==> src/rtl/vei_pkg.sv <==
// Shared constants, types and the exp2 lookup table of the vector easing interpolator.
`default_nettype none

package vei_pkg;

    // Progress format, exp2 table size and queue depth
    localparam int PROGRESS_FRAC_BITS = 16;
    localparam int EXP_TABLE_ENTRIES  = 64;
    localparam int QUEUE_DEPTH        = 4;

    localparam int P    = PROGRESS_FRAC_BITS;
    localparam int TW   = P + 1;                 // progress / weight width
    localparam int OPW  = P + 2;                 // quadratic operand width
    localparam int MW   = 2 * OPW;               // quadratic product width
    localparam int XW   = P + 4;                 // exponent argument, up to 10.0
    localparam int NW   = XW - P;                // integer part of the exponent
    localparam int IDXW = $clog2(EXP_TABLE_ENTRIES);
    localparam int RIW  = $clog2(EXP_TABLE_ENTRIES + 1);
    localparam int POSW = P + IDXW;
    localparam int ROMW = 31;                    // Q30 samples, up to 1.0
    localparam int SW   = 5;                     // final shift amount width
    localparam int VW   = 32;                    // vector component width
    localparam int DW   = VW + 1;                // goal minus start width

    localparam int EXP_SCALE = 10;
    localparam int S_BASE    = 30 - P;

    localparam logic [TW-1:0]  ONE_Q  = TW'(1) << P;
    localparam logic [TW-1:0]  HALF_Q = TW'(1) << (P - 1);
    localparam logic [OPW-1:0] ONE_OP = OPW'(1) << P;
    localparam logic [OPW-1:0] TWO_OP = OPW'(1) << (P + 1);

    localparam logic [VW-1:0] VAL_MAX = {1'b0, {(VW - 1){1'b1}}};
    localparam logic [VW-1:0] VAL_MIN = {1'b1, {(VW - 1){1'b0}}};

    localparam logic [63:0] LN2_Q30 = 64'd744261118;
    localparam logic [63:0] Q30_ONE = 64'd1 << 30;

    // Curve codes on req_type
    localparam logic [2:0] CURVE_IN_QUAD    = 3'd0;
    localparam logic [2:0] CURVE_OUT_QUAD   = 3'd1;
    localparam logic [2:0] CURVE_INOUT_QUAD = 3'd2;
    localparam logic [2:0] CURVE_LINEAR     = 3'd3;
    localparam logic [2:0] CURVE_IN_EXP     = 3'd4;
    localparam logic [2:0] CURVE_OUT_EXP    = 3'd5;

    // How the weight is formed from the classified operands
    typedef enum logic [2:0] {
        KIND_ZERO     = 3'd0,
        KIND_SQR_RND  = 3'd1,
        KIND_SQR_DBL  = 3'd2,
        KIND_INOUT_HI = 3'd3,
        KIND_LINEAR   = 3'd4,
        KIND_EXP_IN   = 3'd5,
        KIND_EXP_OUT  = 3'd6
    } kind_t;

    typedef logic [2:0][VW-1:0] vec3_t;
    typedef logic [2:0][DW-1:0] dvec3_t;

    typedef struct packed {
        kind_t          kind;
        logic [OPW-1:0] op_a;
        logic [OPW-1:0] op_b;
        logic [XW-1:0]  x_arg;
        vec3_t          start;
        dvec3_t         diff;
    } item_t;

    typedef struct packed {
        logic [TW-1:0] weight;
        vec3_t         start;
        dvec3_t        diff;
    } eased_t;

    typedef logic [ROMW-1:0] exp_rom_t [0:EXP_TABLE_ENTRIES];

    // Samples of 2^(-i/N) in Q30 from a truncated Taylor series; last entry is 0.5.
    function automatic exp_rom_t build_exp_rom();
        exp_rom_t    rom;
        logic [63:0] y;
        logic [63:0] term;
        logic [63:0] sum;
        logic        done;
        for (int i = 0; i <= EXP_TABLE_ENTRIES; i++)
        begin
            y    = (64'(i) * LN2_Q30 + 64'(EXP_TABLE_ENTRIES / 2)) / 64'(EXP_TABLE_ENTRIES);
            sum  = Q30_ONE;
            term = Q30_ONE;
            done = 1'b0;
            for (int k = 1; k <= 24; k++)
            begin
                if (!done)
                begin
                    term = ((term * y) >> 30) / 64'(k);
                    if (term == 64'd0)
                        done = 1'b1;
                    else if ((k & 1) == 1)
                        sum = sum - term;
                    else
                        sum = sum + term;
                end
            end
            rom[i] = sum[ROMW-1:0];
        end
        rom[EXP_TABLE_ENTRIES] = ROMW'(Q30_ONE >> 1);
        return rom;
    endfunction

    localparam exp_rom_t EXP_ROM = build_exp_rom();

endpackage

`default_nettype wire

==> src/rtl/vei_front.sv <==
// Front stage: accept a request word, clamp progress and classify the curve.
`default_nettype none

module vei_front (
    input  wire logic                         clk,
    input  wire logic                         rst_n,
    input  wire logic                         req_valid,
    output logic                              req_ready,
    input  wire logic [2:0]                   req_type,
    input  wire logic [vei_pkg::TW-1:0]       progress,
    input  wire logic signed [vei_pkg::VW-1:0] start_x,
    input  wire logic signed [vei_pkg::VW-1:0] start_y,
    input  wire logic signed [vei_pkg::VW-1:0] start_z,
    input  wire logic signed [vei_pkg::VW-1:0] goal_x,
    input  wire logic signed [vei_pkg::VW-1:0] goal_y,
    input  wire logic signed [vei_pkg::VW-1:0] goal_z,
    output logic                              item_valid,
    input  wire logic                         item_ready,
    output vei_pkg::item_t                    item
);

    logic                           front_valid_reg;
    vei_pkg::item_t                 item_reg;
    vei_pkg::item_t                 item_next;
    logic [vei_pkg::TW-1:0]         t_clamp;
    logic [vei_pkg::OPW-1:0]        t_op;
    logic [vei_pkg::OPW-1:0]        u_op;

    assign req_ready  = !front_valid_reg || item_ready;
    assign item_valid = front_valid_reg;
    assign item       = item_reg;

    always_comb
    begin
        t_clamp = (progress > vei_pkg::ONE_Q) ? vei_pkg::ONE_Q : progress;
        t_op    = vei_pkg::OPW'(t_clamp);
        u_op    = (t_op << 1) - vei_pkg::ONE_OP;

        item_next.kind  = vei_pkg::KIND_ZERO;
        item_next.op_a  = t_op;
        item_next.op_b  = t_op;
        item_next.x_arg = '0;

        unique case (req_type)
            vei_pkg::CURVE_IN_QUAD:
            begin
                item_next.kind = vei_pkg::KIND_SQR_RND;
            end
            vei_pkg::CURVE_OUT_QUAD:
            begin
                item_next.kind = vei_pkg::KIND_SQR_RND;
                item_next.op_b = vei_pkg::TWO_OP - t_op;
            end
            vei_pkg::CURVE_INOUT_QUAD:
            begin
                if (t_clamp < vei_pkg::HALF_Q)
                begin
                    item_next.kind = vei_pkg::KIND_SQR_DBL;
                end
                else
                begin
                    item_next.kind = vei_pkg::KIND_INOUT_HI;
                    item_next.op_a = u_op;
                    item_next.op_b = vei_pkg::TWO_OP - u_op;
                end
            end
            vei_pkg::CURVE_LINEAR:
            begin
                item_next.kind = vei_pkg::KIND_LINEAR;
            end
            vei_pkg::CURVE_IN_EXP:
            begin
                // zero progress pins the curve to zero
                if (t_clamp != '0)
                    item_next.kind = vei_pkg::KIND_EXP_IN;
                item_next.x_arg = vei_pkg::XW'(vei_pkg::EXP_SCALE)
                                * vei_pkg::XW'(vei_pkg::ONE_Q - t_clamp);
            end
            vei_pkg::CURVE_OUT_EXP:
            begin
                // full progress pins the curve to one: pass t through as linear
                if (t_clamp == vei_pkg::ONE_Q)
                    item_next.kind = vei_pkg::KIND_LINEAR;
                else
                    item_next.kind = vei_pkg::KIND_EXP_OUT;
                item_next.x_arg = vei_pkg::XW'(vei_pkg::EXP_SCALE) * vei_pkg::XW'(t_clamp);
            end
            default:
            begin
                item_next.kind = vei_pkg::KIND_ZERO;
            end
        endcase

        item_next.start[0] = start_x;
        item_next.start[1] = start_y;
        item_next.start[2] = start_z;
        item_next.diff[0]  = vei_pkg::DW'(goal_x) - vei_pkg::DW'(start_x);
        item_next.diff[1]  = vei_pkg::DW'(goal_y) - vei_pkg::DW'(start_y);
        item_next.diff[2]  = vei_pkg::DW'(goal_z) - vei_pkg::DW'(start_z);
    end

    always_ff @(posedge clk or negedge rst_n)
    begin
        if (!rst_n)
            front_valid_reg <= 1'b0;
        else if (req_ready)
            front_valid_reg <= req_valid;
    end

    always_ff @(posedge clk)
    begin
        if (req_valid && req_ready)
            item_reg <= item_next;
    end

endmodule

`default_nettype wire

==> config.mk <==
export PLATFORM = sky130hd
export DESIGN_NAME = vei_front
export DESIGN_NICKNAME = d
export VERILOG_FILES = /design/src/rtl/vei_pkg.sv /design/src/rtl/vei_front.sv
export SDC_FILE = /design/constraint.sdc
export NUM_CORES = 1
export LEC_CHECK = 0
export BUFFER_PORTS_ARGS = -buffer_cell sky130_fd_sc_hd__buf_2
export CAP_MARGIN = 40
export CORE_MARGIN = 5
export CORE_UTILIZATION = 52
export DETAILED_ROUTE_END_ITERATION = 8
export GPL_TIMING_DRIVEN = 0
export HOLD_SLACK_MARGIN = 0.05
export PLACE_DENSITY = 0.85
export REMOVE_ABC_BUFFERS = 1
export SYNTH_ARGS = -nofsm -noshare
export SYNTH_HDL_FRONTEND = slang
export SYNTH_SLANG_ARGS = --single-unit
==> constraint.sdc <==
create_clock -name clk -period 12.5 [get_ports clk]
set_input_delay 0.625 -clock clk [delete_from_list [all_inputs] [get_ports clk]]
set_output_delay 0.625 -clock clk [all_outputs]
set_load 0.005 [all_outputs]
==> results.cfg <==
[global_routing]
antenna_found_initial = 19
grtUsageTotal_pct = 27.2
grt_max_degree = 73
grt_pass1_vias = 13200
grt_pass1_wl_um = 72000
grt_overflow = 0

[setup_path]
arrival_ps = 5600
cp_top_family = compound AO/OA/AOI/OAI gates
cp-start-kind = input pin
crit_path_end_kind = flip-flop
worst-path-buf-inv = 2
startpoint = progress[0]
crit_chain = buf_2 -> nor4_2 -> nand3_1 -> o21ai_1 -> buf_4 -> nand2_1 -> ha_1 -> nand2_1 -> nor2_1 -> xnor2_1 -> ha_1 -> ha_1 -> a21oi_1 -> o211ai_1 -> o41a_1 -> a21o_1 -> a21o_1 -> nand2_1 -> a21oi_1 -> xnor2_1 -> a22o_1
cp_slowest_stage_delay_ps = 520
path_class = input pin to flip-flop
reg2reg_from = item_valid
worst_path_max_delay_cell = nor4_2
worst-path-max-fanout = 11
required_ps = 12770

[synthesis]
synth_top_family_by_area = compound AO/OA/AOI/OAI gates
syn-cell-area_sq_mm = 0.0155
synth-edff-count = 253
syn_area_per_cell_sq_um = 10.8
synth-async-reset-ratio_pct = 0.394
synth-seq-cells = 254
synthTopCellsByArea = edfxtp_1 49%, ha_1 13%, xnor2_1 4.4%, inv_1 3.8%, a21oi_1 2.9%
synthXorXnorAreaFrac_pct = 6.65
synth_compound_area_share_pct = 15.3
synthSimpleGateAreaFrac_pct = 10.5
ys_types = 70
synth_top_area_cell = edfxtp_1
synth-seq-area-share_pct = 49.1
synthAdderAreaFrac_pct = 13.5
post-synth-top-count-cell = edfxtp_1
synthMuxAreaShare_pct = 0.532
synthCells = 1434
synthTopCellsByCount = 253 x edfxtp_1, 160 x ha_1, 158 x inv_1
synth_top_flop_cell = edfxtp_1
netlist.area_leader.share_pct = 48.9
yosysWarningCount = 0

[power]
seq_power_share_pct = 43.3
swShare_pct = 27.8
switchingPower_uw = 675
ir_worst_vdd_v = 0.0000870
clkPwrFrac_pct = 32.9
power_density_mw_per_mm2 = 125
internal_power_uw = 1750
combPwrFrac_pct = 23.7
p_leak_uw = 0.00894
fin_total_pwr_uw = 2430

[die]
fp-row-count = 63
die-area_sq_mm = 0.0334
io_pins = 472
fp.dieH_um = 183
fp.coreArea_sq_mm = 0.0296
dieWidth_um = 183
initial_core_util_pct = 52.6

[clock_tree]
cts_resized = 0
cts.sinks = 254
holdBufCountCts = 1
cts_setup_buffers = 0
cts-root-buf = clkbuf_16
numCtsBuffers = 27
worstSkewPairLatency_ps = 540
ctsHtreeMaxLevel = 1
ctsLongestPathBuffers = 3
cts_tree = yes
path_clk_slew_ps = 60

[drt]
post_drt_wl_per_cell_um = 20.8
ant_nets = 0
wl_um = 48900
vias_per_cell = 5.73
first_iter_violations = 1242
route.detailed.drc = 0
drt_pass1_iterations = 5
vias = 13500

[timing]
fin_tns_setup_ps = 0
setup_viol = 0
fmax_ghz = 0.188
fin_crit_sh_pct = 42.7
tightest_slew_ps = 874
maxSlewHeadroom_pct = 41.7
slew_violations = 0
rsz0062_at_grt = false
hold_viol = 0
fin_worst_skew_ps = 13.2
fin_crit_ps = 5330

[hold_path]
hold_start = start_x[3]
hold_path_class = input pin to flip-flop

[cells_and_area]
fin_nets = 2299
multi_input_area_sq_mm = 0.00723
largest_reg_flops = 253
nFillCells = 2219
regArea_sq_mm = 0.00762
drive_above_1_share_pct = 27.3
fin_area_sq_mm = 0.0193
fin_util_pct = 65.4
area_growth_pct = 24.5

[place]
place_congestion = 0.930
numPortBuffers = 470
hpwl_um = 38200
place_area_sq_mm = 0.0184

[status]
status = finished, final reports clean

[job]
max-cap-violations = 0
==> placed cells by master (no fill, tap or decap), types with 40 or more instances in the layout <==
master	Yosys	layout
buf_2	1	471
edfxtp_1	253	253
ha_1	160	160
inv_1	158	158
nor2_1	92	92
nand2_1	91	91
a21oi_1	91	91
xnor2_1	78	78
o21ai_0	78	78
a21o_1	46	46
xor2_1	40	40
==> kinds of logic after synthesis <==
family	count (synthesis)
compound gates	365
xor+xnor	118
fa+ha+maj	165
buf+inv	182
flops	254
mux	8
other cells	1
simple gates	341
==> layout make-up <==
class                      instances  area share (%)
antenna                           20           0.259
clock buffer                      30            3.55
sequential                       254            39.4
timing repair buffer             479            12.8
inverter                         158            3.07
multi-input combinational        998            37.4
tap                              390            2.52
clock inverter                    18           0.983
==> path summary, 6_finish.rpt <==
check / endpoint / slack, ps / cells past startpoint
worst max-delay path: item[214] / 7170 / 21
worst min-delay path: item[102] / 280 / 1
worst max register to register: item[33] / 10140 / 4
worst min register to register: item_valid / 570 / 2
max in group asynchronous: item_valid / 12030 / 2
min in group asynchronous: item_valid / 380 / 2
==> power groups by stage <==
stage,Clock [uW],Combinational [uW],Sequential [uW]
2_1_floorplan,0,335,1090
3_3_place_gp,0,534,1080
3_5_place_dp,0,559,1070
4_1_cts,807,567,1050
5_1_grt,848,628,1060
6_report,799,576,1050
==> metrics by stage <==
stage | setup slack [ps] | hold slack, ps | instances
floorplan | 5310 | 329 | 1410
global route | 6840 | 257 | 2345
global placement | 3340 | 399 | 2270
CTS | 7320 | 257 | 2327
detailed placement | 6810 | 402 | 2278
finish | 7170 | 276 | 2347
==> per-layer routing <==
metal  global-route usage [%]  share of wire [%]  vias to the layer above
met1                     31.5                 35                     6265
met2                     47.9                 50                      798
li1                         -                  -                     6229
met4                     14.7                6.0                        4
met3                     4.80                9.1                      163
met5                        0              0.055                        -
(Power assumes the default switching activity.)
