===== src/rtl/vei_pkg.sv =====
// Shared constants, types and the exp2 lookup table of the vector easing interpolator.
`default_nettype none

package vei_pkg;

    // Progress format, exp2 table size and queue depth
    localparam int PROGRESS_FRAC_BITS = 16;
    localparam int EXP_TABLE_ENTRIES  = 64;
    localparam int QUEUE_DEPTH        = 4;

    localparam int P    = PROGRESS_FRAC_BITS;
    localparam int TW   = P + 1;                 // progress / weight width
    localparam int OPW  = P + 2;                 // quadratic operand width
    localparam int MW   = 2 * OPW;               // quadratic product width
    localparam int XW   = P + 4;                 // exponent argument, up to 10.0
    localparam int NW   = XW - P;                // integer part of the exponent
    localparam int IDXW = $clog2(EXP_TABLE_ENTRIES);
    localparam int RIW  = $clog2(EXP_TABLE_ENTRIES + 1);
    localparam int POSW = P + IDXW;
    localparam int ROMW = 31;                    // Q30 samples, up to 1.0
    localparam int SW   = 5;                     // final shift amount width
    localparam int VW   = 32;                    // vector component width
    localparam int DW   = VW + 1;                // goal minus start width

    localparam int EXP_SCALE = 10;
    localparam int S_BASE    = 30 - P;

    localparam logic [TW-1:0]  ONE_Q  = TW'(1) << P;
    localparam logic [TW-1:0]  HALF_Q = TW'(1) << (P - 1);
    localparam logic [OPW-1:0] ONE_OP = OPW'(1) << P;
    localparam logic [OPW-1:0] TWO_OP = OPW'(1) << (P + 1);

    localparam logic [VW-1:0] VAL_MAX = {1'b0, {(VW - 1){1'b1}}};
    localparam logic [VW-1:0] VAL_MIN = {1'b1, {(VW - 1){1'b0}}};

    localparam logic [63:0] LN2_Q30 = 64'd744261118;
    localparam logic [63:0] Q30_ONE = 64'd1 << 30;

    // Curve codes on req_type
    localparam logic [2:0] CURVE_IN_QUAD    = 3'd0;
    localparam logic [2:0] CURVE_OUT_QUAD   = 3'd1;
    localparam logic [2:0] CURVE_INOUT_QUAD = 3'd2;
    localparam logic [2:0] CURVE_LINEAR     = 3'd3;
    localparam logic [2:0] CURVE_IN_EXP     = 3'd4;
    localparam logic [2:0] CURVE_OUT_EXP    = 3'd5;

    // How the weight is formed from the classified operands
    typedef enum logic [2:0] {
        KIND_ZERO     = 3'd0,
        KIND_SQR_RND  = 3'd1,
        KIND_SQR_DBL  = 3'd2,
        KIND_INOUT_HI = 3'd3,
        KIND_LINEAR   = 3'd4,
        KIND_EXP_IN   = 3'd5,
        KIND_EXP_OUT  = 3'd6
    } kind_t;

    typedef logic [2:0][VW-1:0] vec3_t;
    typedef logic [2:0][DW-1:0] dvec3_t;

    typedef struct packed {
        kind_t          kind;
        logic [OPW-1:0] op_a;
        logic [OPW-1:0] op_b;
        logic [XW-1:0]  x_arg;
        vec3_t          start;
        dvec3_t         diff;
    } item_t;

    typedef struct packed {
        logic [TW-1:0] weight;
        vec3_t         start;
        dvec3_t        diff;
    } eased_t;

    typedef logic [ROMW-1:0] exp_rom_t [0:EXP_TABLE_ENTRIES];

    // Samples of 2^(-i/N) in Q30 from a truncated Taylor series; last entry is 0.5.
    function automatic exp_rom_t build_exp_rom();
        exp_rom_t    rom;
        logic [63:0] y;
        logic [63:0] term;
        logic [63:0] sum;
        logic        done;
        for (int i = 0; i <= EXP_TABLE_ENTRIES; i++)
        begin
            y    = (64'(i) * LN2_Q30 + 64'(EXP_TABLE_ENTRIES / 2)) / 64'(EXP_TABLE_ENTRIES);
            sum  = Q30_ONE;
            term = Q30_ONE;
            done = 1'b0;
            for (int k = 1; k <= 24; k++)
            begin
                if (!done)
                begin
                    term = ((term * y) >> 30) / 64'(k);
                    if (term == 64'd0)
                        done = 1'b1;
                    else if ((k & 1) == 1)
                        sum = sum - term;
                    else
                        sum = sum + term;
                end
            end
            rom[i] = sum[ROMW-1:0];
        end
        rom[EXP_TABLE_ENTRIES] = ROMW'(Q30_ONE >> 1);
        return rom;
    endfunction

    localparam exp_rom_t EXP_ROM = build_exp_rom();

endpackage

`default_nettype wire


===== src/rtl/vei_curve.sv =====
// Back end, first half: evaluate the easing weight over four pipeline stages.
`default_nettype none

module vei_curve (
    input  wire logic           clk,
    input  wire logic           rst_n,
    input  wire logic           item_valid,
    output logic                item_ready,
    input  wire vei_pkg::item_t item,
    output logic                eased_valid,
    input  wire logic           eased_ready,
    output vei_pkg::eased_t     eased
);

    localparam int P    = vei_pkg::P;
    localparam int IPW  = vei_pkg::ROMW + P;
    localparam int IPW1 = IPW + 1;
    localparam int GW   = vei_pkg::ROMW + 1;
    localparam int QW   = vei_pkg::MW + 2;

    localparam logic [IPW1-1:0] HALF_IP = IPW1'(1) << (P - 1);
    localparam logic [QW-1:0]   HALF_QW = QW'(1) << (P - 1);
    localparam logic [QW-1:0]   ONE_QW  = QW'(1) << P;
    localparam logic [QW-1:0]   ONE_SQ  = QW'(1) << (2 * P);

    typedef struct packed {
        vei_pkg::kind_t                   kind;
        logic [vei_pkg::OPW-1:0]          op_a;
        logic [vei_pkg::MW-1:0]           prod;
        logic [vei_pkg::IDXW-1:0]         idx;
        logic [P-1:0]                     frac;
        logic [vei_pkg::SW-1:0]           shift;
        vei_pkg::vec3_t                   start;
        vei_pkg::dvec3_t                  diff;
    } st1_t;

    typedef struct packed {
        vei_pkg::kind_t                   kind;
        logic [vei_pkg::OPW-1:0]          op_a;
        logic [vei_pkg::MW-1:0]           prod;
        logic [vei_pkg::ROMW-1:0]         hi;
        logic [vei_pkg::ROMW-1:0]         delta;
        logic [P-1:0]                     frac;
        logic [vei_pkg::SW-1:0]           shift;
        vei_pkg::vec3_t                   start;
        vei_pkg::dvec3_t                  diff;
    } st2_t;

    typedef struct packed {
        vei_pkg::kind_t                   kind;
        logic [vei_pkg::OPW-1:0]          op_a;
        logic [vei_pkg::MW-1:0]           prod;
        logic [vei_pkg::ROMW-1:0]         hi;
        logic [IPW-1:0]                   ip;
        logic [vei_pkg::SW-1:0]           shift;
        vei_pkg::vec3_t                   start;
        vei_pkg::dvec3_t                  diff;
    } st3_t;

    logic            s1_valid_reg;
    logic            s2_valid_reg;
    logic            s3_valid_reg;
    logic            s4_valid_reg;
    st1_t            s1_reg;
    st1_t            s1_next;
    st2_t            s2_reg;
    st2_t            s2_next;
    st3_t            s3_reg;
    st3_t            s3_next;
    vei_pkg::eased_t s4_reg;
    vei_pkg::eased_t s4_next;
    logic            adv1;
    logic            adv2;
    logic            adv3;
    logic            adv4;

    logic [vei_pkg::POSW-1:0] pos;
    logic [vei_pkg::RIW-1:0]  rom_idx;
    logic [vei_pkg::ROMW-1:0] rom_lo;
    logic [IPW1-1:0]          ip_rnd;
    logic [vei_pkg::ROMW-1:0] g;
    logic [GW-1:0]            g_rnd;
    logic [vei_pkg::TW-1:0]   pw;
    logic [QW-1:0]            sq_rnd;
    logic [QW-1:0]            sq_dbl;
    logic [QW-1:0]            io_hi;

    assign adv4        = !s4_valid_reg || eased_ready;
    assign adv3        = !s3_valid_reg || adv4;
    assign adv2        = !s2_valid_reg || adv3;
    assign adv1        = !s1_valid_reg || adv2;
    assign item_ready  = adv1;
    assign eased_valid = s4_valid_reg;
    assign eased       = s4_reg;

    // Stage 1: quadratic product, split the exponent into table index and fraction
    always_comb
    begin
        pos           = vei_pkg::POSW'(item.x_arg[P-1:0])
                      * vei_pkg::POSW'(vei_pkg::EXP_TABLE_ENTRIES);
        s1_next.kind  = item.kind;
        s1_next.op_a  = item.op_a;
        s1_next.prod  = vei_pkg::MW'(item.op_a) * vei_pkg::MW'(item.op_b);
        s1_next.idx   = pos[vei_pkg::POSW-1:P];
        s1_next.frac  = pos[P-1:0];
        s1_next.shift = vei_pkg::SW'(vei_pkg::S_BASE)
                      + vei_pkg::SW'(item.x_arg[vei_pkg::XW-1:P]);
        s1_next.start = item.start;
        s1_next.diff  = item.diff;
    end

    // Stage 2: read the two neighboring table samples
    always_comb
    begin
        rom_idx       = vei_pkg::RIW'(s1_reg.idx);
        rom_lo        = vei_pkg::EXP_ROM[rom_idx + vei_pkg::RIW'(1)];
        s2_next.kind  = s1_reg.kind;
        s2_next.op_a  = s1_reg.op_a;
        s2_next.prod  = s1_reg.prod;
        s2_next.hi    = vei_pkg::EXP_ROM[rom_idx];
        s2_next.delta = vei_pkg::EXP_ROM[rom_idx] - rom_lo;
        s2_next.frac  = s1_reg.frac;
        s2_next.shift = s1_reg.shift;
        s2_next.start = s1_reg.start;
        s2_next.diff  = s1_reg.diff;
    end

    // Stage 3: interpolation product
    always_comb
    begin
        s3_next.kind  = s2_reg.kind;
        s3_next.op_a  = s2_reg.op_a;
        s3_next.prod  = s2_reg.prod;
        s3_next.hi    = s2_reg.hi;
        s3_next.ip    = IPW'(s2_reg.delta) * IPW'(s2_reg.frac);
        s3_next.shift = s2_reg.shift;
        s3_next.start = s2_reg.start;
        s3_next.diff  = s2_reg.diff;
    end

    // Stage 4: round, shift and pick the weight
    always_comb
    begin
        ip_rnd = (IPW1'(s3_reg.ip) + HALF_IP) >> P;
        g      = s3_reg.hi - ip_rnd[vei_pkg::ROMW-1:0];
        g_rnd  = (GW'(g) + (GW'(1) << (s3_reg.shift - vei_pkg::SW'(1)))) >> s3_reg.shift;
        pw     = g_rnd[vei_pkg::TW-1:0];
        sq_rnd = (QW'(s3_reg.prod) + HALF_QW) >> P;
        sq_dbl = ((QW'(s3_reg.prod) << 1) + HALF_QW) >> P;
        io_hi  = (ONE_SQ + QW'(s3_reg.prod) + ONE_QW) >> (P + 1);

        unique case (s3_reg.kind)
            vei_pkg::KIND_ZERO:     s4_next.weight = '0;
            vei_pkg::KIND_SQR_RND:  s4_next.weight = sq_rnd[vei_pkg::TW-1:0];
            vei_pkg::KIND_SQR_DBL:  s4_next.weight = sq_dbl[vei_pkg::TW-1:0];
            vei_pkg::KIND_INOUT_HI: s4_next.weight = io_hi[vei_pkg::TW-1:0];
            vei_pkg::KIND_LINEAR:   s4_next.weight = s3_reg.op_a[vei_pkg::TW-1:0];
            vei_pkg::KIND_EXP_IN:   s4_next.weight = pw;
            vei_pkg::KIND_EXP_OUT:  s4_next.weight = vei_pkg::ONE_Q - pw;
            default:                s4_next.weight = '0;
        endcase

        s4_next.start = s3_reg.start;
        s4_next.diff  = s3_reg.diff;
    end

    always_ff @(posedge clk or negedge rst_n)
    begin
        if (!rst_n)
        begin
            s1_valid_reg <= 1'b0;
            s2_valid_reg <= 1'b0;
            s3_valid_reg <= 1'b0;
            s4_valid_reg <= 1'b0;
        end
        else
        begin
            if (adv1)
                s1_valid_reg <= item_valid;
            if (adv2)
                s2_valid_reg <= s1_valid_reg;
            if (adv3)
                s3_valid_reg <= s2_valid_reg;
            if (adv4)
                s4_valid_reg <= s3_valid_reg;
        end
    end

    always_ff @(posedge clk)
    begin
        if (adv1 && item_valid)
            s1_reg <= s1_next;
        if (adv2 && s1_valid_reg)
            s2_reg <= s2_next;
        if (adv3 && s2_valid_reg)
            s3_reg <= s3_next;
        if (adv4 && s3_valid_reg)
            s4_reg <= s4_next;
    end

    a_weight_in_unit_range: assert property (@(posedge clk) disable iff (!rst_n)
        s4_valid_reg |-> s4_reg.weight <= vei_pkg::ONE_Q)
    else $error("easing weight above one");

endmodule

`default_nettype wire


===== config.mk =====
export PLATFORM = sky130hd
export DESIGN_NAME = vei_curve
export DESIGN_NICKNAME = d
export VERILOG_FILES = /design/src/rtl/vei_pkg.sv /design/src/rtl/vei_curve.sv
export SDC_FILE = /design/constraint.sdc
export NUM_CORES = 2
export LEC_CHECK = 0
export ABC_AREA = 1
export BUFFER_PORTS_ARGS = -buffer_cell sky130_fd_sc_hd__clkbuf_2
export CAP_MARGIN = 20
export CORE_ASPECT_RATIO = 1.5
export CORE_MARGIN = 2
export CORE_UTILIZATION = 50
export DETAILED_ROUTE_END_ITERATION = 7
export GPL_TIMING_DRIVEN = 0
export PLACE_DENSITY = 0.7
export RECOVER_POWER = 25
export SYNTH_ARGS = -nofsm -noshare
export SYNTH_HDL_FRONTEND = slang
export SYNTH_SLANG_ARGS = --single-unit

===== constraint.sdc =====
create_clock -name clk -period 24.6 [get_ports clk]
set_clock_uncertainty 0.1 [all_clocks]
set_input_delay 1.23 -clock clk [delete_from_list [all_inputs] [get_ports clk]]
set_output_delay 1.23 -clock clk [all_outputs]
set_load 0.02 [all_outputs]

==> results by group <==
Synthesis
  – Sequential share of the synthesized area: 49.2%
  – Netlist cell types: 71
  – Seq cells post-synth: 1087
  – Netlist Area Pre-Place: 0.0663 mm2
  – Mapped Cells: 6403
  – Ys async rst share: 0.368%
  – Synth warn: 0
  – Synth top area cells: edfxtp_1 (49%), fa_1 (15%), nand2_1 (8.0%)
  – Post-synth EDFFs: 1083
  – Synth cell count leaders: nand2_1 (1412), inv_1 (1126), edfxtp_1 (1083)
  – Share of the synthesized area in the top cell type: 49.0%
  – Ys flop type: edfxtp_1
  – Syn Area/Cell: 10.4 um2
  – Synth Net Count: 7443
  – Most frequent cell after synthesis: nand2_1
  – Area leader, netlist: edfxtp_1

Die
  – Core footprint: 0.132 mm2
  – Std cell rows: 163
  – Initial Util: 50.4%
  – Die Ht: 450 um
  – IO Pins: 472
  – Die Span X: 301 um
  – Die area: 0.136 mm2

Timing
  – RSZ-0062 raised after global routing: no
  – Final Setup Violations: 0
  – Final hold viol count: 0
  – FMAX: 128 MHz
  – Min Tclk post-route: 7840 ps
  – Final Cycle Share: 31.9%
  – Final Slew Violations: 0
  – Slew margin rel.: 15.0%
  – Fin Setup TNS: 0 ps
  – Worst-Margin Slew: 1260 ps

Clock tree
  – Clk buf depth: 3
  – CTS-repair resized insts: 0
  – TritonCTS Buffers: 95
  – Clk slew on worst S/H paths: 70 ps
  – Hold buffers post-CTS: 0
  – TritonCTS clock tree: yes
  – Htree depth: 3
  – Number of setup buffers added after CTS: 0
  – Clock sink count: 1087
  – Clk_lat worst skew: 760 ps
  – Root Buffer: clkbuf_16

Final layout
  – Multi-input combinational cell area: 0.0285 mm2
  – NumNets Final: 8014
  – Area Overhead vs Synth: 12.7%
  – Largest register FFs: 312
  – Flip-flop and latch area: 0.0326 mm2
  – Final Util: 56.8%
  – # fillers: 11178
  – Fraction of layout cells with a size suffix above 1: 10.0%
  – Finished Cell Area: 0.0748 mm2

Drt
  – DR WL/cell: 22.8 um
  – Initial DRT Pass Iterations: 8
  – Initial DRC Count: 4431
  – WL final: 200000 um
  – Vias: 48443
  – Post-DRT Antenna Nets: 0
  – Drt via density: 5.51
  – Post-route DRC: 0

Critical path
  – Crit Path Category: primary input to flop
  – Worst R2R Setup Slack: 16880 ps
  – Worst-path maximum fanout: 10
  – CP Launch Type: primary input
  – Worst R2R Start: rom_idx[2]
  – R2R Path End: s2_reg[245]
  – Worst Path Arrival: 8210 ps
  – Req. time, crit path: 24980 ps
  – Worst reg2reg path depth: 20
  – Worst Setup End Kind: flop

Global route
  – First-pass GRT wire length: 299000 um
  – Total GRT Usage: 29.6%
  – Vias in the first global route: 50109
  – Grt ovf: 0
  – Antenna violations before repair: 18
  – Largest net degree at the start of global routing: 123

Placed design
  – Dpl cell area: 0.0713 mm2
  – Port bufs: 452
  – Hpwl dp: 156000 um
  – GPL Wtd Cong: 0.997

Run status
  – Status: complete, no violations

Worst hold path
  – Hold Crit Class: primary input to async pin

Flow run
  – Max_cap viols: 0
## worst max path at each step
| stage | start | end | slack [ps] | cells after the start |
|---|---|---|---|---|
| global placement | eased_ready | s1_reg[247] | 4930 | 9 |
| finish | item[244] | s1_reg[254] | 16760 | 24 |
| CTS | item[244] | s1_reg[254] | 16890 | 24 |
| detailed placement | item[244] | s1_reg[254] | 16100 | 24 |
| global route | rom_idx[2] | s2_reg[245] | 16580 | 20 |
| floorplan | eased_ready | rom_idx[0] | 11320 | 8 |
## cells by family (layout without fill, tap and decap cells)
logic type / Yosys count / after routing / synth area share, %
other: 0 / 7 / 0
buffers and inverters: 1382 / 2034 / 7.93
AO/OA/AOI/OAI: 684 / 684 / 6.03
flip-flops: 1087 / 1087 / 49.2
AND/OR/NAND/NOR: 2315 / 2315 / 14.6
adder cells (fa/ha/maj): 782 / 782 / 20.2
XOR/XNOR: 153 / 153 / 2.05
## layer usage
layer	track usage [%]	vias up	wire length [um]
met5	0	-	86
met4	18.5	14	14300
met3	5.06	685	15300
met2	51.7	2280	100000
met1	33.4	23408	70700
li1	-	22056	-
## cells in the final DEF (no fill, tap or decap), types with 14 or more instances in the layout
cell / n
nor3_1: 44
clkbuf_16: 95
nand3_1: 404
nand4_1: 41
o21ai_1: 14
nand2_1: 1412
clkinv_2: 17
buf_1: 27
o211ai_1: 54
o21a_1: 16
clkinv_1: 19
fa_1: 485
a31oi_1: 25
nor2_1: 345
bufinv_16: 19
xnor2_1: 46
edfxtp_1: 1083
inv_1: 1124
buf_12: 14
clkbuf_1: 206
clkbuf_2: 451
o21ai_0: 232
o31ai_1: 15
xor2_1: 106
a21oi_1: 225
ha_1: 297
## cell type report
class                           count  share of cell area (%)
Antenna cell                        7                  0.0234
Buffer                            237                    1.29
Clock buffer                      112                    3.28
Clock inverter                     66                    1.37
Inverter                         1145                    5.77
Multi-Input combinational cell   3934                    38.1
Sequential cell                  1087                    43.6
Tap cell                         1732                    2.90
Timing Repair Buffer              474                    3.64
## stage by stage
stage / worst slack (ps) / hold WS [ps] / cells
6_report: 16760 / 245 / 8794
5_1_grt: 16580 / 214 / 8792
4_1_cts: 16890 / 167 / 8787
3_5_place_dp: 16100 / 305 / 8609
3_3_place_gp: 4930 / 300 / 8587
2_1_floorplan: 11320 / 300 / 6403
## worst max-delay path: stages
cell and delay, ps:
clkbuf_2 90, clkbuf_1 550, clkbuf_1 540, nand2_1 160, fa_1 560, inv_1 60, fa_1 530, inv_1 50
fa_1 540, inv_1 60, fa_1 470, inv_1 50, fa_1 540, inv_1 60, fa_1 480, ha_1 360
nand2_1 150, nor4_1 610, o211ai_1 330, nand3_1 250, nand3_1 90, nand2_1 130, a41oi_1 140, xor2_1 160
Power is left out: the tool's default activity adds up to more than one toggle a clock period on the data nets, which glitch-free logic cannot reach.
