<file path="config.mk">
export PLATFORM = sky130hd
export DESIGN_NAME = vei_queue
export DESIGN_NICKNAME = d
export VERILOG_FILES = /design/src/rtl/vei_pkg.sv /design/src/rtl/vei_queue.sv
export SDC_FILE = /design/constraint.sdc
export NUM_CORES = 1
export LEC_CHECK = 0
export ABC_AREA = 1
export BUFFER_PORTS_ARGS = -buffer_cell sky130_fd_sc_hd__buf_2
export CAP_MARGIN = 5
export CELL_PAD_IN_SITES_DETAIL_PLACEMENT = 2
export CELL_PAD_IN_SITES_GLOBAL_PLACEMENT = 2
export CORE_AREA = 2 2 324 326
export DETAILED_ROUTE_END_ITERATION = 6
export DIE_AREA = 0 0 326 328
export PLACE_DENSITY_LB_ADDON = 0.25
export REMOVE_ABC_BUFFERS = 1
export SLEW_MARGIN = 10
export SYNTH_ARGS = -nofsm -noshare
export SYNTH_HDL_FRONTEND = slang
export SYNTH_SLANG_ARGS = --single-unit
</file>
<file path="constraint.sdc">
create_clock -name clk -period 16.7 [get_ports clk]
set_input_delay 3.34 -clock clk [delete_from_list [all_inputs] [get_ports clk]]
set_output_delay 3.34 -clock clk [all_outputs]
set_load 0.02 [all_outputs]
</file>
<file path="src/rtl/vei_pkg.sv">
// Shared constants, types and the exp2 lookup table of the vector easing interpolator.
`default_nettype none

package vei_pkg;

    // Progress format, exp2 table size and queue depth
    localparam int PROGRESS_FRAC_BITS = 16;
    localparam int EXP_TABLE_ENTRIES  = 64;
    localparam int QUEUE_DEPTH        = 4;

    localparam int P    = PROGRESS_FRAC_BITS;
    localparam int TW   = P + 1;                 // progress / weight width
    localparam int OPW  = P + 2;                 // quadratic operand width
    localparam int MW   = 2 * OPW;               // quadratic product width
    localparam int XW   = P + 4;                 // exponent argument, up to 10.0
    localparam int NW   = XW - P;                // integer part of the exponent
    localparam int IDXW = $clog2(EXP_TABLE_ENTRIES);
    localparam int RIW  = $clog2(EXP_TABLE_ENTRIES + 1);
    localparam int POSW = P + IDXW;
    localparam int ROMW = 31;                    // Q30 samples, up to 1.0
    localparam int SW   = 5;                     // final shift amount width
    localparam int VW   = 32;                    // vector component width
    localparam int DW   = VW + 1;                // goal minus start width

    localparam int EXP_SCALE = 10;
    localparam int S_BASE    = 30 - P;

    localparam logic [TW-1:0]  ONE_Q  = TW'(1) << P;
    localparam logic [TW-1:0]  HALF_Q = TW'(1) << (P - 1);
    localparam logic [OPW-1:0] ONE_OP = OPW'(1) << P;
    localparam logic [OPW-1:0] TWO_OP = OPW'(1) << (P + 1);

    localparam logic [VW-1:0] VAL_MAX = {1'b0, {(VW - 1){1'b1}}};
    localparam logic [VW-1:0] VAL_MIN = {1'b1, {(VW - 1){1'b0}}};

    localparam logic [63:0] LN2_Q30 = 64'd744261118;
    localparam logic [63:0] Q30_ONE = 64'd1 << 30;

    // Curve codes on req_type
    localparam logic [2:0] CURVE_IN_QUAD    = 3'd0;
    localparam logic [2:0] CURVE_OUT_QUAD   = 3'd1;
    localparam logic [2:0] CURVE_INOUT_QUAD = 3'd2;
    localparam logic [2:0] CURVE_LINEAR     = 3'd3;
    localparam logic [2:0] CURVE_IN_EXP     = 3'd4;
    localparam logic [2:0] CURVE_OUT_EXP    = 3'd5;

    // How the weight is formed from the classified operands
    typedef enum logic [2:0] {
        KIND_ZERO     = 3'd0,
        KIND_SQR_RND  = 3'd1,
        KIND_SQR_DBL  = 3'd2,
        KIND_INOUT_HI = 3'd3,
        KIND_LINEAR   = 3'd4,
        KIND_EXP_IN   = 3'd5,
        KIND_EXP_OUT  = 3'd6
    } kind_t;

    typedef logic [2:0][VW-1:0] vec3_t;
    typedef logic [2:0][DW-1:0] dvec3_t;

    typedef struct packed {
        kind_t          kind;
        logic [OPW-1:0] op_a;
        logic [OPW-1:0] op_b;
        logic [XW-1:0]  x_arg;
        vec3_t          start;
        dvec3_t         diff;
    } item_t;

    typedef struct packed {
        logic [TW-1:0] weight;
        vec3_t         start;
        dvec3_t        diff;
    } eased_t;

    typedef logic [ROMW-1:0] exp_rom_t [0:EXP_TABLE_ENTRIES];

    // Samples of 2^(-i/N) in Q30 from a truncated Taylor series; last entry is 0.5.
    function automatic exp_rom_t build_exp_rom();
        exp_rom_t    rom;
        logic [63:0] y;
        logic [63:0] term;
        logic [63:0] sum;
        logic        done;
        for (int i = 0; i <= EXP_TABLE_ENTRIES; i++)
        begin
            y    = (64'(i) * LN2_Q30 + 64'(EXP_TABLE_ENTRIES / 2)) / 64'(EXP_TABLE_ENTRIES);
            sum  = Q30_ONE;
            term = Q30_ONE;
            done = 1'b0;
            for (int k = 1; k <= 24; k++)
            begin
                if (!done)
                begin
                    term = ((term * y) >> 30) / 64'(k);
                    if (term == 64'd0)
                        done = 1'b1;
                    else if ((k & 1) == 1)
                        sum = sum - term;
                    else
                        sum = sum + term;
                end
            end
            rom[i] = sum[ROMW-1:0];
        end
        rom[EXP_TABLE_ENTRIES] = ROMW'(Q30_ONE >> 1);
        return rom;
    endfunction

    localparam exp_rom_t EXP_ROM = build_exp_rom();

endpackage

`default_nettype wire

</file>
<file path="src/rtl/vei_queue.sv">
// Short queue between the classifying front and the evaluating back end.
`default_nettype none

module vei_queue (
    input  wire logic           clk,
    input  wire logic           rst_n,
    input  wire logic           push_valid,
    output logic                push_ready,
    input  wire vei_pkg::item_t push_item,
    output logic                pop_valid,
    input  wire logic           pop_ready,
    output vei_pkg::item_t      pop_item
);

    localparam int PTRW = $clog2(vei_pkg::QUEUE_DEPTH);
    localparam int CW   = $clog2(vei_pkg::QUEUE_DEPTH + 1);

    vei_pkg::item_t   slot_reg [vei_pkg::QUEUE_DEPTH];
    logic [PTRW-1:0]  wr_ptr_reg;
    logic [PTRW-1:0]  wr_ptr_next;
    logic [PTRW-1:0]  rd_ptr_reg;
    logic [PTRW-1:0]  rd_ptr_next;
    logic [CW-1:0]    count_reg;
    logic [CW-1:0]    count_next;
    logic             push;
    logic             pop;

    assign push_ready = (count_reg != CW'(vei_pkg::QUEUE_DEPTH));
    assign pop_valid  = (count_reg != '0);
    assign pop_item   = slot_reg[rd_ptr_reg];
    assign push       = push_valid && push_ready;
    assign pop        = pop_valid && pop_ready;

    always_comb
    begin
        wr_ptr_next = wr_ptr_reg;
        rd_ptr_next = rd_ptr_reg;
        if (push)
            wr_ptr_next = (wr_ptr_reg == PTRW'(vei_pkg::QUEUE_DEPTH - 1)) ? '0
                                                                          : wr_ptr_reg + PTRW'(1);
        if (pop)
            rd_ptr_next = (rd_ptr_reg == PTRW'(vei_pkg::QUEUE_DEPTH - 1)) ? '0
                                                                          : rd_ptr_reg + PTRW'(1);
        count_next = count_reg + CW'(push) - CW'(pop);
    end

    always_ff @(posedge clk or negedge rst_n)
    begin
        if (!rst_n)
        begin
            wr_ptr_reg <= '0;
            rd_ptr_reg <= '0;
            count_reg  <= '0;
        end
        else
        begin
            wr_ptr_reg <= wr_ptr_next;
            rd_ptr_reg <= rd_ptr_next;
            count_reg  <= count_next;
        end
    end

    always_ff @(posedge clk)
    begin
        if (push)
            slot_reg[wr_ptr_reg] <= push_item;
    end

    a_fill_counts_up: assert property (@(posedge clk) disable iff (!rst_n)
        push && !pop |=> count_reg == $past(count_reg) + CW'(1))
    else $error("queue count did not advance on a lone push");

    a_drain_counts_down: assert property (@(posedge clk) disable iff (!rst_n)
        pop && !push |=> count_reg == $past(count_reg) - CW'(1))
    else $error("queue count did not drop on a lone pop");

    a_empty_ptrs_meet: assert property (@(posedge clk) disable iff (!rst_n)
        count_reg == '0 |-> wr_ptr_reg == rd_ptr_reg)
    else $error("queue empty but pointers differ");

endmodule

`default_nettype wire

</file>
==> out/metrics.csv, run 1 <==
metric;value;unit
vias per std cell;5.08;
# setup viols final;0;
IO Port Bufs;513;
Max Cap Viol;0;
grt total ovfl;0;
Worst path max stage delay;1.19;ns
RSZ-0062 raised after global routing;false;
worst-path fanout max;116;
Net Sw Frac;39.1;%
antenna-violating nets left;0;
Clock Tree Root;clkbuf_16;
Avg Cell Area, Syn;13.6;um2
skew final;0.0204;ns
critical path arrival;5.42;ns
Post-Route Utilization;46.6;%
clk sinks;1023;
Filler cells;10000;
chip height;328;um
cells on worst reg2reg path;6;
total die area;107000;um2
vias in the first global route;28600;
WHS;0.513;ns
Total Routing Usage GR;21.4;%
ratio of cells with drive above 1 in the final layout;22.1;%
gpl congestion;0.761;
Post-CTS Setup Bufs;0;
DRC;0;
TritonCTS Buffers;109;
power per cell area;192;nW/um2
Seq/Total Area, Yosys;74.9;%
YS warnings;0;
Top FF cell, synth;edfxtp_1;
Worst Path Buf+Inv;4;
CTS H-tree depth;3;
crit share post-route;52.5;%
R2R Setup Slk;12.68;ns
drt pass-1 iters;5;
Internal Pwr Total;5.64;mW
Post-CTS Hold Buffers;0;
share of power burned in registers;38.7;%
# rows;118;
total power;9.26;mW
initial core utilization;39.7;%
endpoints failing hold;0;
Critical path origin;rd_ptr_reg[0];
most frequent cell after synthesis;edfxtp_1;
nets@finish;3767;
drt initial violations;1271;
startpoint types;flop;
Synth Register Bits;1023;
core region area;103000;um2
initial antenna violation count;44;
wire per inst;23.4;um
top cells by area, synth;edfxtp_1 74%, o211ai_1 7.5%, nand2_1 7.1%, inv_1 4.8%, o211ai_2 3.1%;
synth-to-layout area growth;17.5;%
Netlist cell types;17;
Synth area leader;edfxtp_1;
minimum clock period;8.76;ns
Mapped Area;41000;um2
CP most frequent cell;buf_4;
Max Root-Sink Buffers;3;
post-cts sizing count;0;
Worst Path Class, Setup;flop to primary output;
Post-Route WL;116;mm
P_sw;3.62;mW
worst min path class;flop to flop;
status;finished clean;
CP Capture Type;primary output;
Async SR Flop Fraction;0.684;%
Slew @ Worst Pin;1.16;ns
Synth Instances;3021;
R2R Path End;slot_reg[3][220];
synth cell count leaders;1016 x edfxtp_1, 779 x nand2_1, 521 x inv_1, 408 x o211ai_1, 126 x buf_2;
Ports;514;
Worst EP required;13.36;ns
Fmax;114;MHz
pin count of the biggest net entering global routing;234;
max reg flops;1016;
Pins Over Slew Limit;0;
number of synthesized flops with an enable pin;1016;
CP cell instances;buf_4 -> buf_4 -> buf_4 -> nand2_1 -> o211ai_1 -> nand2_1 -> buf_2;
hold path start;count_reg[0];
DP HPWL;71.6;mm
combinational share of power;35.9;%
Clock power frac;25.4;%
crit-path leading delay family;buffers and inverters;
CTS tree;built;
post-place setup slack;8.75;ns
Slew Limit Headroom;22.7;%
maximum vdd drop;129;uV
Synth top area share;74.5;%
Final Worst Setup Slack;7.94;ns
Die Width;326;um
first-pass GRT wire length;174;mm
Hold Path End;count_reg[0];
worst r2r src;count_reg[1];
Pleak;18.9;nW
via total after detailed routing;25300;
clock latency on the worst-skew pair;0.69;ns
Clock Pin Slew Worst Setup and Hold Paths;0.06;ns
Worst Hold Path Cells;1;
Crit-path slowest cell;dfrtp_4;
[logic make-up after synthesis]
group / Yosys count / synth area share (%)
DFF: 1023 / 74.9
adders and majority gates: 8 / 0.263
and+or+nand+nor: 791 / 7.26
buffers and inverters: 691 / 7.03
AOI/OAI and AO/OA: 508 / 10.5
[stage by stage]
step / instances / TNS, ns / instance area (um2)
after floorplan: 2852 / -1237.29 / 40000
after global placement: 4769 / 0 / 44700
after detailed placement: 4769 / 0 / 44700
after CTS: 4962 / 0 / 48100
after global routing: 4968 / 0 / 48100
final: 4974 / 0 / 48100
[final cells by class]
cell class,count,area [um2],area share (%)
antenna,11,27.5,0.0572
clock buffer,132,2840,5.89
clock inverter,61,582,1.21
inverter,522,1970,4.09
multi-input combinational,1307,7430,15.4
sequential,1023,30700,63.8
tap,1380,1730,3.59
timing repair buffer,538,2880,5.97
[placed cells by master, fill, tap and decap left out, drive strengths merged]
master	synthesis	layout
clkbuf	21	132
dfrtp	7	7
buf	148	538
ha	7	7
o211ai	508	508
edfxtp	1016	1016
diode	0	11
nor2	7	7
inv	522	526
bufinv	0	11
clkinv	0	44
nand2	779	779
nand3	5	5
clkinvlp	0	2
fa	1	1
[power groups by stage]
stage / logic (mW) / clock network, mW / registers, mW
floorplan: 2.42 / 0 / 4.02
global placement: 3.22 / 0 / 3.58
detailed placement: 3.36 / 0 / 3.63
CTS: 3.39 / 2.42 / 3.59
global route: 3.61 / 2.50 / 3.62
finish: 3.32 / 2.35 / 3.58
[metal layers]
metal  up-vias  part of all wire (%)  GRT usage [%]
met5         -                  0.23              0
met3       238                   5.2           5.12
met1     12900                    38           23.8
met4        44                   3.2           7.27
met2       535                    54           39.7
li1      11500                     -              -
[worst max-delay path by stage]
| stage | end | slack (ns) | depth (start not counted) |
|---|---|---|---|
| 3_5_place_dp | pop_item[208] | 8.75 | 7 |
| 6_report | pop_item[208] | 7.94 | 7 |
| 4_1_cts | pop_item[208] | 7.91 | 7 |
| 2_1_floorplan | pop_item[0] | -4.85 | 2 |
| 3_3_place_gp | pop_item[225] | 9.10 | 6 |
| 5_1_grt | pop_item[208] | 7.49 | 7 |
Note: power is estimated with default switching activity, not from simulation.
==> run 2, diff against run 1 <==
Clock period 16.7 ns to 8.4 ns, I/O delays scaled along.
==> out/metrics.csv, run 2 (synthesized netlist as in run 1, its figures left out) <==
metric;value;unit
Slew @ Worst Pin;1.18;ns
post-cts sizing count;0;
critical path arrival;3.62;ns
Pleak;19.0;nW
ratio of cells with drive above 1 in the final layout;22.1;%
startpoint types;flop;
antenna-violating nets left;0;
minimum clock period;5.30;ns
Clock Pin Slew Worst Setup and Hold Paths;0.06;ns
Die Width;326;um
Worst path max stage delay;0.89;ns
post-place instance area;44700;um2
CP most frequent cell;nand2_1;
Max Cap Viol;0;
Total Routing Usage GR;22.4;%
via total after detailed routing;25400;
most frequent cells in the layout;1016 x edfxtp_1, 779 x nand2_1, 521 x inv_1;
CP Capture Type;primary output;
Max Root-Sink Buffers;3;
Post-CTS Hold Buffers;0;
gpl congestion;0.737;
total die area;107000;um2
Critical path origin;rd_ptr_reg[0];
maximum vdd drop;323;uV
vias in the first global route;29000;
power per cell area;386;nW/um2
RSZ-0062 raised after global routing;false;
Post-Route WL;121;mm
clk sinks;1023;
# rows;118;
skew final;0.0300;ns
hold path start;count_reg[0];
R2R Setup Slk;5.22;ns
Crit-path slowest cell;dfrtp_4;
cells on worst reg2reg path;5;
Fmax;189;MHz
R2R Path End;slot_reg[1][6];
# setup viols final;0;
Finished Cell Area;48300;um2
clock latency on the worst-skew pair;0.70;ns
Hold Path End;count_reg[0];
drt pass-1 iters;5;
Clock Tree Root;clkbuf_16;
Worst EP required;6.72;ns
Worst Path Class, Setup;flop to primary output;
total power;18.7;mW
Slew Limit Headroom;21.1;%
initial antenna violation count;49;
worst min path class;flop to flop;
worst-path fanout max;136;
DP HPWL;71.6;mm
placed cells;4769;
CTS tree;built;
Setup TNS Final;0;ns
WHS;0.519;ns
Ports;514;
TritonCTS Buffers;112;
endpoints failing hold;0;
crit-path leading delay family;buffers and inverters;
synth-to-layout area growth;18.0;%
register area;30700;um2
DRC;0;
commonest non-fill, non-tap cell in the layout;edfxtp_1;
max reg flops;1016;
initial core utilization;39.7;%
first-pass GRT wire length;181;mm
Filler cells;10100;
crit share post-route;63.1;%
Final Non-Filler Cells;5003;
Pins Over Slew Limit;0;
worst r2r src;count_reg[1];
CP cell instances;buf_4 -> buf_12 -> nand2_1 -> o211ai_1 -> nand2_1 -> buf_2;
Post-Route Utilization;46.8;%
Final Worst Setup Slack;3.10;ns
drt initial violations;1335;
core region area;103000;um2
nets@finish;3769;
IO Port Bufs;513;
vias per std cell;5.08;
Multi-input gate area;7430;um2
post-place setup slack;3.84;ns
Worst Path Buf+Inv;3;
pin count of the biggest net entering global routing;224;
wire per inst;24.2;um
CTS H-tree depth;3;
chip height;328;um
status;finished clean;
Worst Hold Path Cells;1;
grt total ovfl;0;
Post-CTS Setup Bufs;0;
-- run 2: power breakdown --
part | total, mW | leakage (nW) | internal, mW | switching, mW
Sequential | 7.11 | 9.39 | 6.72 | 0.388
Combinational | 6.71 | 7.82 | 1.78 | 4.93
Clock | 4.84 | 1.75 | 2.79 | 2.05
-- run 2: layout make-up --
class	count	area share, %
antenna	25	0.129
clock buffer	146	6.15
tap	1380	3.57
clock inverter	63	1.20
sequential	1023	63.5
inverter	522	4.07
multi-input combinational	1307	15.4
timing repair buffer	537	6.00
-- run 2: worst max-delay path by stage --
stage / end / slack [ns] / cells past startpoint
2_1_floorplan: pop_item[0] / -11.49 / 2
3_3_place_gp: pop_item[85] / 3.84 / 5
3_5_place_dp: pop_item[79] / 3.84 / 6
4_1_cts: pop_item[83] / 2.98 / 6
5_1_grt: pop_item[83] / 2.84 / 6
6_report: pop_item[207] / 3.10 / 6
-- run 2: layer usage --
metal / part of all wire, % / global-route usage [%] / up-vias / routed length (um)
li1: - / - / 11600 / -
met1: 37 / 24.5 / 13000 / 44900
met2: 54 / 41.3 / 549 / 65700
met3: 5.0 / 5.50 / 230 / 6020
met4: 3.3 / 8.90 / 38 / 4030
met5: 0.20 / 0 / - / 244
==> run 3, diff against run 2 <==
Settings changed: ABC_AREA 1 to 0, CORE_AREA 2 2 324 326 to 2 2 291 293, DIE_AREA 0 0 326 328 to 0 0 293 295.
Clock period 8.4 ns to 5.32 ns, I/O delays scaled along.
==> out/metrics.csv, run 3 <==
metric;value;unit
number of synthesized flops with an enable pin;1016;
core region area;83200;um2
Ports;514;
Final Non-Filler Cells;3163;
skew final;0.0163;ns
Async SR Flop Fraction;0.684;%
via total after detailed routing;17200;
gpl congestion;0.735;
Top FF cell, synth;edfxtp_1;
startpoint types;flop;
Synth top area share;82.2;%
TritonCTS Buffers;107;
critical path arrival;2.99;ns
Max Cap Viol;0;
drt initial violations;1020;
Clock Pin Slew Worst Setup and Hold Paths;0.06;ns
post-cts sizing count;0;
register area;30700;um2
Slew @ Worst Pin;1.02;ns
DP HPWL;65.3;mm
drt pass-1 iters;5;
vias per std cell;5.42;
post-place setup slack;1.87;ns
Mapped Area;37100;um2
most frequent cells in the layout;1016 x edfxtp_1, 513 x buf_2, 254 x mux4_2;
CP Capture Type;primary output;
total power;27.0;mW
Worst Path Class, Setup;flop to primary output;
YS warnings;0;
Final Worst Setup Slack;1.26;ns
Post-Route WL;97.7;mm
Slew Limit Headroom;32.2;%
endpoints failing hold;0;
synth cell count leaders;1016 x edfxtp_1, 254 x mux4_2, 28 x buf_6, 24 x buf_2;
total die area;86400;um2
Fmax;247;MHz
chip height;295;um
worst-path fanout max;42;
CTS tree;built;
Post-CTS Setup Bufs;0;
placed cells;2946;
pin count of the biggest net entering global routing;86;
first-pass GRT wire length;140;mm
Pins Over Slew Limit;0;
RSZ-0062 raised after global routing;false;
Synth Instances;1365;
antenna-violating nets left;0;
Avg Cell Area, Syn;27.2;um2
synth-to-layout area growth;20.0;%
Multi-input gate area;5980;um2
DRC;0;
maximum vdd drop;327;uV
vias in the first global route;19600;
Synth Register Bits;1023;
grt total ovfl;0;
Filler cells;6920;
CTS H-tree depth;3;
crit share post-route;76.2;%
Total Routing Usage GR;22.6;%
Worst EP required;4.26;ns
most frequent cell after synthesis;edfxtp_1;
Seq/Total Area, Yosys;82.6;%
nets@finish;2241;
Netlist cell types;20;
clk sinks;1023;
commonest non-fill, non-tap cell in the layout;edfxtp_1;
# setup viols final;0;
Synth area leader;edfxtp_1;
WHS;0.235;ns
top cells by area, synth;edfxtp_1 82%, mux4_2 15%, buf_6 0.85%, dfrtp_1 0.47%, buf_2 0.32%;
initial antenna violation count;37;
status;finished clean;
worst min path class;input port to async pin;
Setup TNS Final;0;ns
max reg flops;1016;
# rows;106;
clock latency on the worst-skew pair;0.67;ns
Pleak;15.0;nW
ratio of cells with drive above 1 in the final layout;47.1;%
Post-CTS Hold Buffers;0;
Die Width;293;um
minimum clock period;4.06;ns
wire per inst;30.9;um
initial core utilization;44.7;%
power per cell area;605;nW/um2
Max Root-Sink Buffers;3;
IO Port Bufs;513;
Clock Tree Root;clkbuf_16;
==> run 3: cell count changes in the layout (fill, tap and decap cells not counted), sizes merged, moves of 4 or more <==
cell / before / now
and3: 0 / 4
buf: 537 / 558
clkbuf: 146 / 131
clkinvlp: 0 / 10
diode: 25 / 20
inv: 526 / 10
mux2: 0 / 4
mux4: 0 / 254
nand2: 779 / 1
nand3: 5 / 0
nor2: 7 / 2
o211ai: 508 / 0
==> run 3: path summary, 6_finish.rpt <==
path / start / end / slack (ns) / cells after the start
min in group clk: count_reg[2] / count_reg[2] / 0.53 / 1
max in group asynchronous: rst_n / rd_ptr_reg[0] / 4.87 / 1
worst min-delay path: rst_n / rd_ptr_reg[1] / 0.24 / 1
worst max register to register: count_reg[2] / slot_reg[3][196] / 2.78 / 3
worst max-delay path: rd_ptr_reg[0] / pop_item[247] / 1.26 / 3
worst min register to register: count_reg[2] / count_reg[2] / 0.53 / 1
==> run 3: critical path: stages, from the launching register on <==
cell	delay, ns
dfrtp_4	1.07
buf_4	0.43
mux4_2	0.55
buf_2	0.20
==> run 3: power breakdown <==
part	switching (mW)	total [mW]	internal (mW)
Clock	3.04	7.12	4.08
Sequential	0.655	11.3	10.6
Combinational	5.25	8.55	3.30
Total	8.95	27.0	18.0
==> run 3: per-stage QoR <==
step | cell area (um2) | utilization, %
floorplan | 36700 | -
global placement | 41200 | 49.5
detailed placement | 41200 | 49.5
CTS | 44500 | 53.5
global route | 44500 | 53.6
finish | 44500 | 53.6
==> run 3: cell families (layout without fill, tap and decap cells) <==
kind of cell	count (synthesis)	count (layout)	share of synthesized area (%)
flip-flops	1023	1023	82.6
adder cells (fa/ha/maj)	8	8	0.290
AND/OR/NAND/NOR	10	10	0.185
buffers and inverters	64	762	1.30
XOR/XNOR	2	2	0.0472
other	0	20	0
multiplexers	258	258	15.5
==> run 3: layer usage <==
metal / GRT usage, % / vias to the layer above / wire length [um]
li1: - / 7224 / -
met1: 25.1 / 9198 / 34500
met2: 40.9 / 507 / 53600
met3: 7.24 / 185 / 6450
met4: 7.84 / 38 / 2900
met5: 0 / - / 249
==> run 3: layout make-up <==
type / instances / share of cell area, %
sequential: 1023 / 68.9
multi-input combinational: 278 / 13.4
timing repair buffer: 558 / 6.97
clock buffer: 131 / 6.31
tap: 1080 / 3.03
clock inverter: 66 / 1.19
antenna: 20 / 0.112
inverter: 7 / 0.0590
